### config.mk
export PLATFORM = sky130hd
export DESIGN_NAME = can_tx_supervisor_flat
export DESIGN_NICKNAME = d
export VERILOG_FILES = /design/src/cts_pkg.sv /design/src/cts_if.sv /design/src/can_tx_supervisor.sv /design/src/flat_wrapper.sv
export SDC_FILE = /design/constraint.sdc
export NUM_CORES = 2
export LEC_CHECK = 0
export BUFFER_PORTS_ARGS = -buffer_cell sky130_fd_sc_hd__buf_4
export CAP_MARGIN = 10
export CORE_MARGIN = 2
export CORE_UTILIZATION = 30
export DETAILED_ROUTE_END_ITERATION = 16
export HOLD_SLACK_MARGIN = 0.05
export PLACE_DENSITY_LB_ADDON = 0.1
export SETUP_SLACK_MARGIN = 0.2
export SYNTH_ARGS = -nofsm -noshare
export SYNTH_HDL_FRONTEND = slang
export SYNTH_SLANG_ARGS = --single-unit
### constraint.sdc
create_clock -name clk_i -period 23.8 [get_ports clk_i]
set_input_delay 2.38 -clock clk_i [delete_from_list [all_inputs] [get_ports clk_i]]
set_output_delay 2.38 -clock clk_i [all_outputs]
set_load 0.03 [all_outputs]
### src/cts_pkg.sv
// shared types and constants of the can transmit supervisor
package cts_pkg;

  // event kinds
  localparam logic [1:0] KIND_SEND   = 2'd0;
  localparam logic [1:0] KIND_BEAT   = 2'd1;
  localparam logic [1:0] KIND_HEALTH = 2'd2;
  localparam logic [1:0] KIND_RESET  = 2'd3;

  // send status codes
  localparam logic [1:0] ST_OK    = 2'd0;
  localparam logic [1:0] ST_BUSY  = 2'd1;
  localparam logic [1:0] ST_ERROR = 2'd2;

  // configuration register indexes
  localparam logic [1:0] CFG_BEAT_PERIOD   = 2'd0;
  localparam logic [1:0] CFG_STALL_TIMEOUT = 2'd1;
  localparam logic [1:0] CFG_BEAT_ID       = 2'd2;

  // configuration reset values
  localparam logic [15:0] BEAT_PERIOD_RST   = 16'd100;
  localparam logic [15:0] STALL_TIMEOUT_RST = 16'd100;
  localparam logic [10:0] BEAT_ID_RST       = 11'd0;

  // largest legal data length code
  localparam logic [3:0] MAX_DLC = 4'd8;

  typedef struct packed {
    logic [1:0]  kind;
    logic [31:0] now_ms;
    logic [10:0] std_id;
    logic [3:0]  dlc;
    logic        data_present;
    logic        controller_listening;
    logic        mailbox_free;
    logic        queue_accepted;
    logic [31:0] controller_error;
  } in_item_t;

  typedef struct packed {
    logic [1:0]  send_status;
    logic        frame_issued;
    logic [10:0] frame_id;
    logic [3:0]  frame_length;
    logic        healthy;
    logic        abort_all;
    logic [31:0] sent_total;
    logic [31:0] error_total;
    logic [31:0] busy_total;
    logic [31:0] stall_total;
    logic [31:0] last_error_flags;
    logic        last_failed;
  } out_item_t;

  typedef struct packed {
    logic [1:0]  addr;
    logic [15:0] wdata;
  } cfg_item_t;

endpackage

### src/cts_if.sv
// valid/ready channel interfaces of the can transmit supervisor

interface cts_in_if;
  logic               valid;
  logic               ready;
  cts_pkg::in_item_t  data;
  modport source (output valid, output data, input ready);
  modport sink   (input valid, input data, output ready);
endinterface

interface cts_out_if;
  logic               valid;
  logic               ready;
  cts_pkg::out_item_t data;
  modport source (output valid, output data, input ready);
  modport sink   (input valid, input data, output ready);
endinterface

interface cts_cfg_if;
  logic               valid;
  logic               ready;
  cts_pkg::cfg_item_t data;
  modport source (output valid, output data, input ready);
  modport sink   (input valid, input data, output ready);
endinterface

### src/can_tx_supervisor.sv
// top level of the can transmit supervisor
//
// Usage:
// - in_i carries one event per transfer: send request, heartbeat tick,
//   health check or diagnostics reset, with the controller status bits.
// - out_o returns exactly one result per event, in order, holding the
//   send outcome, the issued frame, the health flags and all counters.
// - cfg_i writes heartbeat period, stall timeout and heartbeat id; it is
//   always ready and should only be used while no result is pending.
// Each result is registered in the output entry, or in the skid entry.
// Throughput: one event per cycle; the whole update is one pass of adds
// and compares between the accepted input and the result register.
// A two-entry result buffer (output register plus skid register) lets an
// event be taken while one result waits; in_i.ready drops only when both
// entries are full because the receiver stalls.
// Reset (rst_ni low): counters, deadline, busy timing and flags clear,
// configuration returns to period 100, timeout 100, id 0, and both
// result entries empty. No clearing pass is needed.

module can_tx_supervisor (
  input  logic clk_i,
  input  logic rst_ni,
  cts_in_if.sink    in_i,
  cts_out_if.source out_o,
  cts_cfg_if.sink   cfg_i
);
  import cts_pkg::*;

  // configuration registers
  logic [15:0] beat_period_q;
  logic [15:0] stall_timeout_q;
  logic [10:0] beat_id_q;

  // supervisor state
  logic [31:0] next_beat_q, next_beat_d;
  logic [31:0] busy_start_q, busy_start_d;
  logic        busy_flag_q, busy_flag_d;
  logic [31:0] sent_cnt_q, sent_cnt_d;
  logic [31:0] err_cnt_q, err_cnt_d;
  logic [31:0] busy_cnt_q, busy_cnt_d;
  logic [31:0] stall_cnt_q, stall_cnt_d;
  logic [31:0] err_flags_q, err_flags_d;
  logic        failed_q, failed_d;

  // result buffer
  out_item_t out_q, skid_q, res;
  logic      out_vld_q, skid_vld_q;

  logic        in_fire, out_fire;
  logic        do_send;
  logic [10:0] s_id;
  logic [3:0]  s_dlc;
  logic        s_data;
  logic [31:0] beat_adv, beat_diff0, beat_diff1, busy_age;

  assign cfg_i.ready = 1'b1;
  assign in_i.ready  = !skid_vld_q;
  assign in_fire     = in_i.valid && in_i.ready;
  assign out_fire    = out_vld_q && out_o.ready;
  assign out_o.valid = out_vld_q;
  assign out_o.data  = out_q;

  // configuration writes, unknown indexes ignored
  always_ff @(posedge clk_i or negedge rst_ni) begin
    if (!rst_ni) begin
      beat_period_q   <= BEAT_PERIOD_RST;
      stall_timeout_q <= STALL_TIMEOUT_RST;
      beat_id_q       <= BEAT_ID_RST;
    end else if (cfg_i.valid) begin
      case (cfg_i.data.addr)
        CFG_BEAT_PERIOD:   beat_period_q   <= cfg_i.data.wdata;
        CFG_STALL_TIMEOUT: stall_timeout_q <= cfg_i.data.wdata;
        CFG_BEAT_ID:       beat_id_q       <= cfg_i.data.wdata[10:0];
        default: ;
      endcase
    end
  end

  // wrap-safe time differences
  assign beat_diff0 = in_i.data.now_ms - next_beat_q;
  assign beat_adv   = next_beat_q + {16'd0, beat_period_q};
  assign beat_diff1 = in_i.data.now_ms - beat_adv;
  assign busy_age   = in_i.data.now_ms - busy_start_q;

  // event evaluation
  always_comb begin
    next_beat_d  = next_beat_q;
    busy_start_d = busy_start_q;
    busy_flag_d  = busy_flag_q;
    sent_cnt_d   = sent_cnt_q;
    err_cnt_d    = err_cnt_q;
    busy_cnt_d   = busy_cnt_q;
    stall_cnt_d  = stall_cnt_q;
    err_flags_d  = err_flags_q;
    failed_d     = failed_q;
    do_send      = 1'b0;
    s_id         = in_i.data.std_id;
    s_dlc        = in_i.data.dlc;
    s_data       = in_i.data.data_present;
    res              = '0;
    res.send_status  = ST_OK;
    res.healthy      = 1'b1;

    case (in_i.data.kind)
      KIND_SEND: begin
        do_send = 1'b1;
      end
      KIND_BEAT: begin
        if (!beat_diff0[31]) begin
          if (!beat_diff1[31]) begin
            next_beat_d = in_i.data.now_ms + {16'd0, beat_period_q};
          end else begin
            next_beat_d = beat_adv;
          end
          do_send = 1'b1;
          s_id    = beat_id_q;
          s_dlc   = '0;
          s_data  = 1'b0;
        end
      end
      KIND_HEALTH: begin
        if (busy_flag_q && (busy_age >= {16'd0, stall_timeout_q})) begin
          err_flags_d   = in_i.data.controller_error;
          stall_cnt_d   = stall_cnt_q + 32'd1;
          busy_flag_d   = 1'b0;
          res.healthy   = 1'b0;
          res.abort_all = 1'b1;
        end
      end
      KIND_RESET: begin
        sent_cnt_d   = '0;
        err_cnt_d    = '0;
        busy_cnt_d   = '0;
        err_flags_d  = '0;
        failed_d     = 1'b0;
        next_beat_d  = in_i.data.now_ms;
        busy_start_d = '0;
        busy_flag_d  = 1'b0;
      end
      default: ;
    endcase

    // send attempt checks in order
    if (do_send) begin
      if ((s_dlc > MAX_DLC) || ((s_dlc != '0) && !s_data) ||
          !in_i.data.controller_listening) begin
        failed_d        = 1'b1;
        err_cnt_d       = err_cnt_q + 32'd1;
        res.send_status = ST_ERROR;
      end else if (!in_i.data.mailbox_free) begin
        if (!busy_flag_q) begin
          busy_flag_d  = 1'b1;
          busy_start_d = in_i.data.now_ms;
        end
        busy_cnt_d      = busy_cnt_q + 32'd1;
        res.send_status = ST_BUSY;
      end else begin
        busy_flag_d = 1'b0;
        err_flags_d = in_i.data.controller_error;
        if (!in_i.data.queue_accepted) begin
          failed_d        = 1'b1;
          err_cnt_d       = err_cnt_q + 32'd1;
          res.send_status = ST_ERROR;
        end else begin
          failed_d         = 1'b0;
          sent_cnt_d       = sent_cnt_q + 32'd1;
          res.frame_issued = 1'b1;
          res.frame_id     = s_id;
          res.frame_length = s_dlc;
        end
      end
    end

    res.sent_total       = sent_cnt_d;
    res.error_total      = err_cnt_d;
    res.busy_total       = busy_cnt_d;
    res.stall_total      = stall_cnt_d;
    res.last_error_flags = err_flags_d;
    res.last_failed      = failed_d;
  end

  // state update on each input transfer
  always_ff @(posedge clk_i or negedge rst_ni) begin
    if (!rst_ni) begin
      next_beat_q  <= '0;
      busy_start_q <= '0;
      busy_flag_q  <= 1'b0;
      sent_cnt_q   <= '0;
      err_cnt_q    <= '0;
      busy_cnt_q   <= '0;
      stall_cnt_q  <= '0;
      err_flags_q  <= '0;
      failed_q     <= 1'b0;
    end else if (in_fire) begin
      next_beat_q  <= next_beat_d;
      busy_start_q <= busy_start_d;
      busy_flag_q  <= busy_flag_d;
      sent_cnt_q   <= sent_cnt_d;
      err_cnt_q    <= err_cnt_d;
      busy_cnt_q   <= busy_cnt_d;
      stall_cnt_q  <= stall_cnt_d;
      err_flags_q  <= err_flags_d;
      failed_q     <= failed_d;
    end
  end

  // result buffer valid flags
  always_ff @(posedge clk_i or negedge rst_ni) begin
    if (!rst_ni) begin
      out_vld_q  <= 1'b0;
      skid_vld_q <= 1'b0;
    end else if (skid_vld_q) begin
      if (out_fire) begin
        skid_vld_q <= 1'b0;
      end
    end else if (in_fire) begin
      if (out_vld_q && !out_o.ready) begin
        skid_vld_q <= 1'b1;
      end else begin
        out_vld_q <= 1'b1;
      end
    end else if (out_fire) begin
      out_vld_q <= 1'b0;
    end
  end

  // result buffer payload
  always_ff @(posedge clk_i) begin
    if (skid_vld_q) begin
      if (out_fire) begin
        out_q <= skid_q;
      end
    end else if (in_fire) begin
      if (out_vld_q && !out_o.ready) begin
        skid_q <= res;
      end else begin
        out_q <= res;
      end
    end
  end

  // skid entry is only ever occupied behind a held output entry
  a_skid_behind_out: assert property (@(posedge clk_i) disable iff (!rst_ni)
    skid_vld_q |-> out_vld_q)
    else $error("skid entry valid without output entry");

  // a transfer into a stalled output must land in the skid entry
  a_stall_to_skid: assert property (@(posedge clk_i) disable iff (!rst_ni)
    (in_fire && out_vld_q && !out_o.ready) |=> skid_vld_q)
    else $error("result lost while receiver stalled");

  // an issued frame always reports ok
  a_issue_ok: assert property (@(posedge clk_i) disable iff (!rst_ni)
    (out_vld_q && out_q.frame_issued) |-> (out_q.send_status == ST_OK))
    else $error("issued frame with non-ok status");

  // a stall both clears health and asks for abort, and never issues a frame
  a_stall_flags: assert property (@(posedge clk_i) disable iff (!rst_ni)
    out_vld_q |-> ((out_q.abort_all == !out_q.healthy) &&
                   !(out_q.abort_all && out_q.frame_issued)))
    else $error("inconsistent stall flags");

endmodule

### src/flat_wrapper.sv
// flat-port wrapper written by rule: the top's interface ports become plain ports
module can_tx_supervisor_flat import cts_pkg::*;
  (clk_i, rst_ni, in_i_valid, in_i_data, in_i_ready, out_o_valid, out_o_data, out_o_ready, cfg_i_valid, cfg_i_data, cfg_i_ready);
  cts_in_if in_i_i ();
  cts_out_if out_o_i ();
  cts_cfg_if cfg_i_i ();
  input  logic clk_i;
  input  logic rst_ni;
  input wire logic [$bits(in_i_i.valid)-1:0] in_i_valid;
  input wire logic [$bits(in_i_i.data)-1:0] in_i_data;
  output wire logic [$bits(in_i_i.ready)-1:0] in_i_ready;
  output wire logic [$bits(out_o_i.valid)-1:0] out_o_valid;
  output wire logic [$bits(out_o_i.data)-1:0] out_o_data;
  input wire logic [$bits(out_o_i.ready)-1:0] out_o_ready;
  input wire logic [$bits(cfg_i_i.valid)-1:0] cfg_i_valid;
  input wire logic [$bits(cfg_i_i.data)-1:0] cfg_i_data;
  output wire logic [$bits(cfg_i_i.ready)-1:0] cfg_i_ready;
  assign in_i_i.valid = in_i_valid;
  assign in_i_i.data = in_i_data;
  assign in_i_ready = in_i_i.ready;
  assign out_o_valid = out_o_i.valid;
  assign out_o_data = out_o_i.data;
  assign out_o_i.ready = out_o_ready;
  assign cfg_i_i.valid = cfg_i_valid;
  assign cfg_i_i.data = cfg_i_data;
  assign cfg_i_ready = cfg_i_i.ready;
  can_tx_supervisor u_core (.clk_i(clk_i), .rst_ni(rst_ni), .in_i(in_i_i), .out_o(out_o_i), .cfg_i(cfg_i_i));
endmodule
* Word level (Yosys, flattened, before mapping)
Cells that the tools add are included.
Operators by class: $add $sub $neg 9, multipliers 0, divide/modulo/power cells 0, $lt $le $gt $ge 2, equal/unequal tests 9, shifts and indexed selects 0, muxes and demuxes 68, bitwise logic cells 1, reductions and logical operators 24
Operators with widths (number):
- 2-to-1 mux 32 bit | 27
- 2-to-1 mux 181 bit | 4
- adder 32 x 1 -> 32 bit, second input constant | 4
- one-hot mux 32 bit (2 select lines) | 2
- subtractor 32 bit | 3
- adder 32 x 16 -> 32 bit | 2
- 2-to-1 mux 16 bit | 3
- >= comparator 32 x 16 -> 1 bit | 1
- 2-to-1 mux 11 bit | 2
- 2-to-1 mux 1 bit | 20
- 2-to-1 mux 18 bit | 1
- AND reduction 3 bit | 4
- 2-to-1 mux 2 bit | 5
- 2-to-1 mux 4 bit | 2
- == test 2 bit, second input constant | 3
- != test 2 bit, second input constant | 3
- AND reduction 2 bit | 3
- nonzero test 2 bit | 3
- logical AND 1 bit | 5
- == test 2 x 1 -> 1 bit, second input constant | 2
- > comparator 4 bit, second input constant | 1
- logical NOT 1 bit | 4
- logical NOT 2 bit | 2
- one-hot mux 1 bit (2 select lines) | 2
- 4 further kinds | 5
Storage, ports and cells: flip-flop bits (word level) 633, bits in latches 0, RAM bits 0, memory bits (read-only) 0, output and inout bits 184, memories kept 0

* Logic depth before layout (Yosys ltp)
word-level depth 12, depth in mapped cells 27, depth with buffers taken out 25

* Worst setup path before layout
Ideal clock, no wire load.
path type input port to flip-flop, start point input port in_i_valid, end point register u_core.out_q (netlist bit u_core.out_o.data[0]) (enable), library setup time 0.783 ns, arrival 11.899 ns, path slack 11.118 ns, cell stages on the path 5, path through nor2b_1 > clkbuf_1 > clkbuf_1 > a21oi_1 > a21oi_1
On the way: longest elaborated chain between the ends 3
RTL lines:
- start, declared | RTL line flat_wrapper.sv:9 | input wire logic [$bits(in_i_i.valid)-1:0] in_i_valid;
- logical AND 1 bit | RTL line can_tx_supervisor.sv:58 | assign in_fire = in_i.valid && in_i.ready;
- nonzero test 2 bit (no source line)
- AND reduction 3 bit (no source line)
- end signal, assigned | RTL line can_tx_supervisor.sv:231 | out_q <= skid_q;
- end signal, assigned | RTL line can_tx_supervisor.sv:237 | out_q <= res;
- end, declared | RTL line can_tx_supervisor.sv:46 | out_item_t out_q, skid_q, res;
Every way passes these cells. A chain may end at the register's enable or synchronous reset.

* Worst setup path after layout
start point input port in_i_data[51], end point register u_core.skid_q[2] (netlist bit) (data pin)
On the way: longest elaborated chain between the ends 9, elaborated cells on any way between the ends 21, classes of those cells 2 x add/sub; 2 x order compare; 11 x mux; 6 x reduce/logical
RTL lines:
- start, declared | RTL line flat_wrapper.sv:10 | input wire logic [$bits(in_i_i.data)-1:0] in_i_data;
- parallel branches: the longest is 8 deep, another holds subtractor 32 bit
- 2-to-1 mux 32 bit * | RTL line can_tx_supervisor.sv:144 | if (do_send) begin
- named net u_core.err_flags_d[1] | RTL line can_tx_supervisor.sv:42 | logic [31:0] err_flags_q, err_flags_d;
- end signal, assigned | RTL line can_tx_supervisor.sv:235 | skid_q <= res;
- end, declared | RTL line can_tx_supervisor.sv:46
Mark *: on every way through the listed nets, which the timed path passes.

==> flow_summary.ini <==
[status]
status = complete, no violations

[yosys]
syn_nets = 3564
async_flop_share = 0.428
synth_edf_count = 362
syn_area_um2 = 35000
synth_cell_types = 89
syn_area_per_cell_um2 = 10.6
yosysSeqAreaShare = 0.505
ys_warn_count = 0
ys_seq_elements = 633
synth_top_area_frac = 0.311
synth-main-ff-cell = edfxtp_1
synth.area.top_cells = edfxtp_1 (31%), dfrtp_1 (19%), mux2_2 (6.3%), ha_1 (5.1%), o21ai_0 (3.6%)
synth_cells = 3310
synth_top_area_cell = edfxtp_1

[power]
p_sw_frac = 0.393
power_leakage_nw = 16.3
ir_worst_vdd_v = 0.0000796
power_frac_clock = 0.250
combinationalPowerShare = 0.401
p_sw_mw = 1.86
power.internal_mw = 2.88
powerDensity_nw_per_um2 = 115
power_frac_seq = 0.349

[routing]
top_layer_used = met5
wl_met3_um = 4150
drt-initial-drc-count = 1611
dr_wl_met2_um = 47000
met1_length_um = 49900
vias_per_cell = 5.14
drt-total-wl_um = 103000
vias = 26274
ant_nets = 0
drc = 0
drt-pass1-iter-count = 5
wl_per_cell_um = 20.2

[placement]
io_buffers = 290
hpwl_um = 68200
gp_congestion = 0.799

[clocking]
post-cts-setup-buffers = 0
clk_latency_ps = 670
numCtsBuffers = 79
cts_hold_buf = 0
cts.clk_slew.worst_paths_ps = 50
cts_tree = done
clock_sinks = 633
clock_path_buffers = 3
cts_resized = 0
root_buffer = clkbuf_16
cts_htree_levels = 3

[sta]
fin_crit_ps = 7960
tightest_slew_ps = 1080
finalMaxSlewViolations = 0
finClkSkew_ps = 52.1
finalSetupViolCount = 0
fmax_ghz = 0.126
hold_violations = 0
finalCritPeriodShare = 0.334
slew_headroom = 0.280
rsz0062_at_grt = no
fin_setup_tns_ps = 0

[min_path]
hold_class = reg2reg
min_path_cells = 2
worstHoldStart = u_core.next_beat_q[17]
hold_end = u_core.next_beat_q[17]

[worst_setup_path]
end_kind = register
crit_required_ps = 24330
slowest_delay_ps = 860
timing.rr.start = u_core.busy_start_q[0]
reg2reg_slack_ps = 17390
worstSetupStartpointType = input port
critPathTopFamily = compound AO/OA/AOI/OAI gates
r2r_cells = 23
cp_data_arrival_time_ps = 8490
cp_slowest_cell = o21ai_4
cp_max_fo = 34
cp_num_buf_inv = 3
cpMostUsedCell = a21oi_1
timing.rr.end = u_core.skid_q[2]
crit_type = in2reg

[floorplanning]
ios = 292
coreArea_um2 = 116000
die_y_um = 345
start_util = 0.302
dieArea_um2 = 119000
row_count = 125
die_w_um = 345

[global_routing]
antenna_found_initial = 5
grt_pass1_wl_um = 160000
grt_pass1_vias = 25899
track_usage = 0.170
grt_max_degree = 125
grt_overflow = 0

[final_layout]
area_growth_pct = 17.8
finish.net_count = 3778
utilization = 0.355
drive_above_1_share = 0.190
diodes = 0

[run]
max-cap-violations = 0
## flip-flops by register name, indices dropped and copies added (netlist names)
name and cells:
u_core.skid_q 181, u_core.stall_timeout_q 16, u_core.err_cnt_q 32, u_core.next_beat_q 32
u_core.out_o.valid 1, u_core.beat_id_q 11, u_core.out_o.data 181, u_core.failed_q 1
u_core.busy_start_q 32, u_core.err_flags_q 32, u_core.sent_cnt_q 32, u_core.stall_cnt_q 32
u_core.busy_flag_q 1, u_core.busy_cnt_q 32, u_core.beat_period_q 16, u_core.skid_vld_q 1
## area by class of cell
type,count,area (um2)
clock buffer,106,2160
tap,1524,1910
multi-input combinational,2355,16100
inverter,129,490
sequential,633,17700
timing repair buffer,326,2490
clock inverter,41,398
fill,11593,74700
## cells by family (layout without fill, tap and decap cells)
kind of cell | after synthesis | after routing | synth area share
adder cells (fa/ha/maj) | 147 | 147 | 0.0532
buffers and inverters | 322 | 602 | 0.0371
AND/OR/NAND/NOR | 1010 | 1010 | 0.142
AO/OA/AOI/OAI | 849 | 849 | 0.160
multiplexers | 224 | 224 | 0.0711
XOR/XNOR | 124 | 124 | 0.0311
other | 1 | 1 | 0.000107
flip-flops | 633 | 633 | 0.505
## metal layers
metal / GRT usage / up-vias
met4: 0.0431 / 2
met2: 0.273 / 558
met1: 0.240 / 12780
li1: - / 12806
met5: 0 / -
met3: 0.0269 / 128
## through the flow
| step | worst slack, ps | total power [mW] | hold WS (ps) | area [um2] | std cells |
|---|---|---|---|---|---|
| 2_1_floorplan | 11120 | 2.99 | 446 | 35000 | 3310 |
| 3_3_place_gp | 15220 | 3.60 | 461 | 38600 | 4967 |
| 3_5_place_dp | 15200 | 3.60 | 462 | 38600 | 4967 |
| 4_1_cts | 15920 | 4.82 | 472 | 41200 | 5114 |
| 5_1_grt | 15350 | 5.04 | 492 | 41200 | 5114 |
| 6_report | 15840 | 4.74 | 478 | 41200 | 5114 |
## tightest hold or removal path, cell delays in order, from the launching register on
cell	delay (ps)
dfrtp_1	340
nand2_1	40
o21ai_0	60
## Yosys cell counts (all sizes together) (8+ instances only)
cell and n:
dfrtp 265, nor2b 16, nor4 22, a211oi 20
and4 16, edfxtp 362, nand3 126, or3 13
a21boi 18, o21bai 8, nor3b 34, a21o 34
and2 34, o211ai 14, o2bb2ai 9, nor2 173
inv 128, a221oi 11, o22ai 17, xor2 23
o21a 19, o31a 9, nand4 43, or2 8
o21ai 258, a31oi 18, nand2b 24, clkbuf 142
and3 83, a32o 32, ha 143, a221o 35
nand2 332, mux2 194, mux2i 30, buf 51
a311oi 13, a22o 42, nor3 70, o31ai 57
a21oi 187, xnor2 101
## placed cells by master (no fill, tap or decap), types with 12 or more instances in the layout
master / count
clkinv_1: 15
a22o_1: 42
or3_1: 12
o21a_1: 19
buf_4: 322
clkbuf_16: 79
mux2_2: 194
a21oi_1: 183
nand3_1: 126
ha_1: 143
o21ai_0: 253
nor3b_1: 33
nand4_1: 42
mux2i_1: 30
a31oi_1: 17
o31ai_1: 57
edfxtp_1: 362
a311oi_1: 13
o211ai_1: 13
a32o_1: 32
nor3_1: 68
nand2_1: 328
a221o_1: 35
nor2b_1: 15
a21boi_0: 18
nor4_1: 20
and3_1: 82
nand2b_1: 24
and4_1: 16
nor2_1: 170
a211oi_1: 20
xor2_1: 23
a21o_1: 34
inv_1: 126
xnor2_1: 100
dfrtp_1: 264
o22ai_1: 17
and2_1: 32
clkbuf_1: 19
## power groups by stage
stage / clock, mW / combinational [mW] / sequential (mW)
after floorplan: 0 / 1.05 / 1.94
after global placement: 0 / 1.92 / 1.68
after detailed placement: 0 / 1.93 / 1.67
after CTS: 1.23 / 1.93 / 1.66
after global routing: 1.27 / 2.09 / 1.68
final: 1.19 / 1.90 / 1.65
## how the worst max path moves through the flow
stage | from | to | slack (ps) | cells past startpoint
2_1_floorplan | in_i_valid | u_core.out_o.data[0] | 11120 | 5
3_5_place_dp | in_i_data[51] | u_core.skid_q[2] | 15200 | 25
3_3_place_gp | in_i_data[51] | u_core.skid_q[19] | 15220 | 25
4_1_cts | in_i_data[51] | u_core.skid_q[2] | 15920 | 25
5_1_grt | in_i_data[51] | u_core.skid_q[19] | 15350 | 25
6_report | in_i_data[51] | u_core.skid_q[2] | 15840 | 25
No activity file was read; power rests on OpenSTA's default activity.
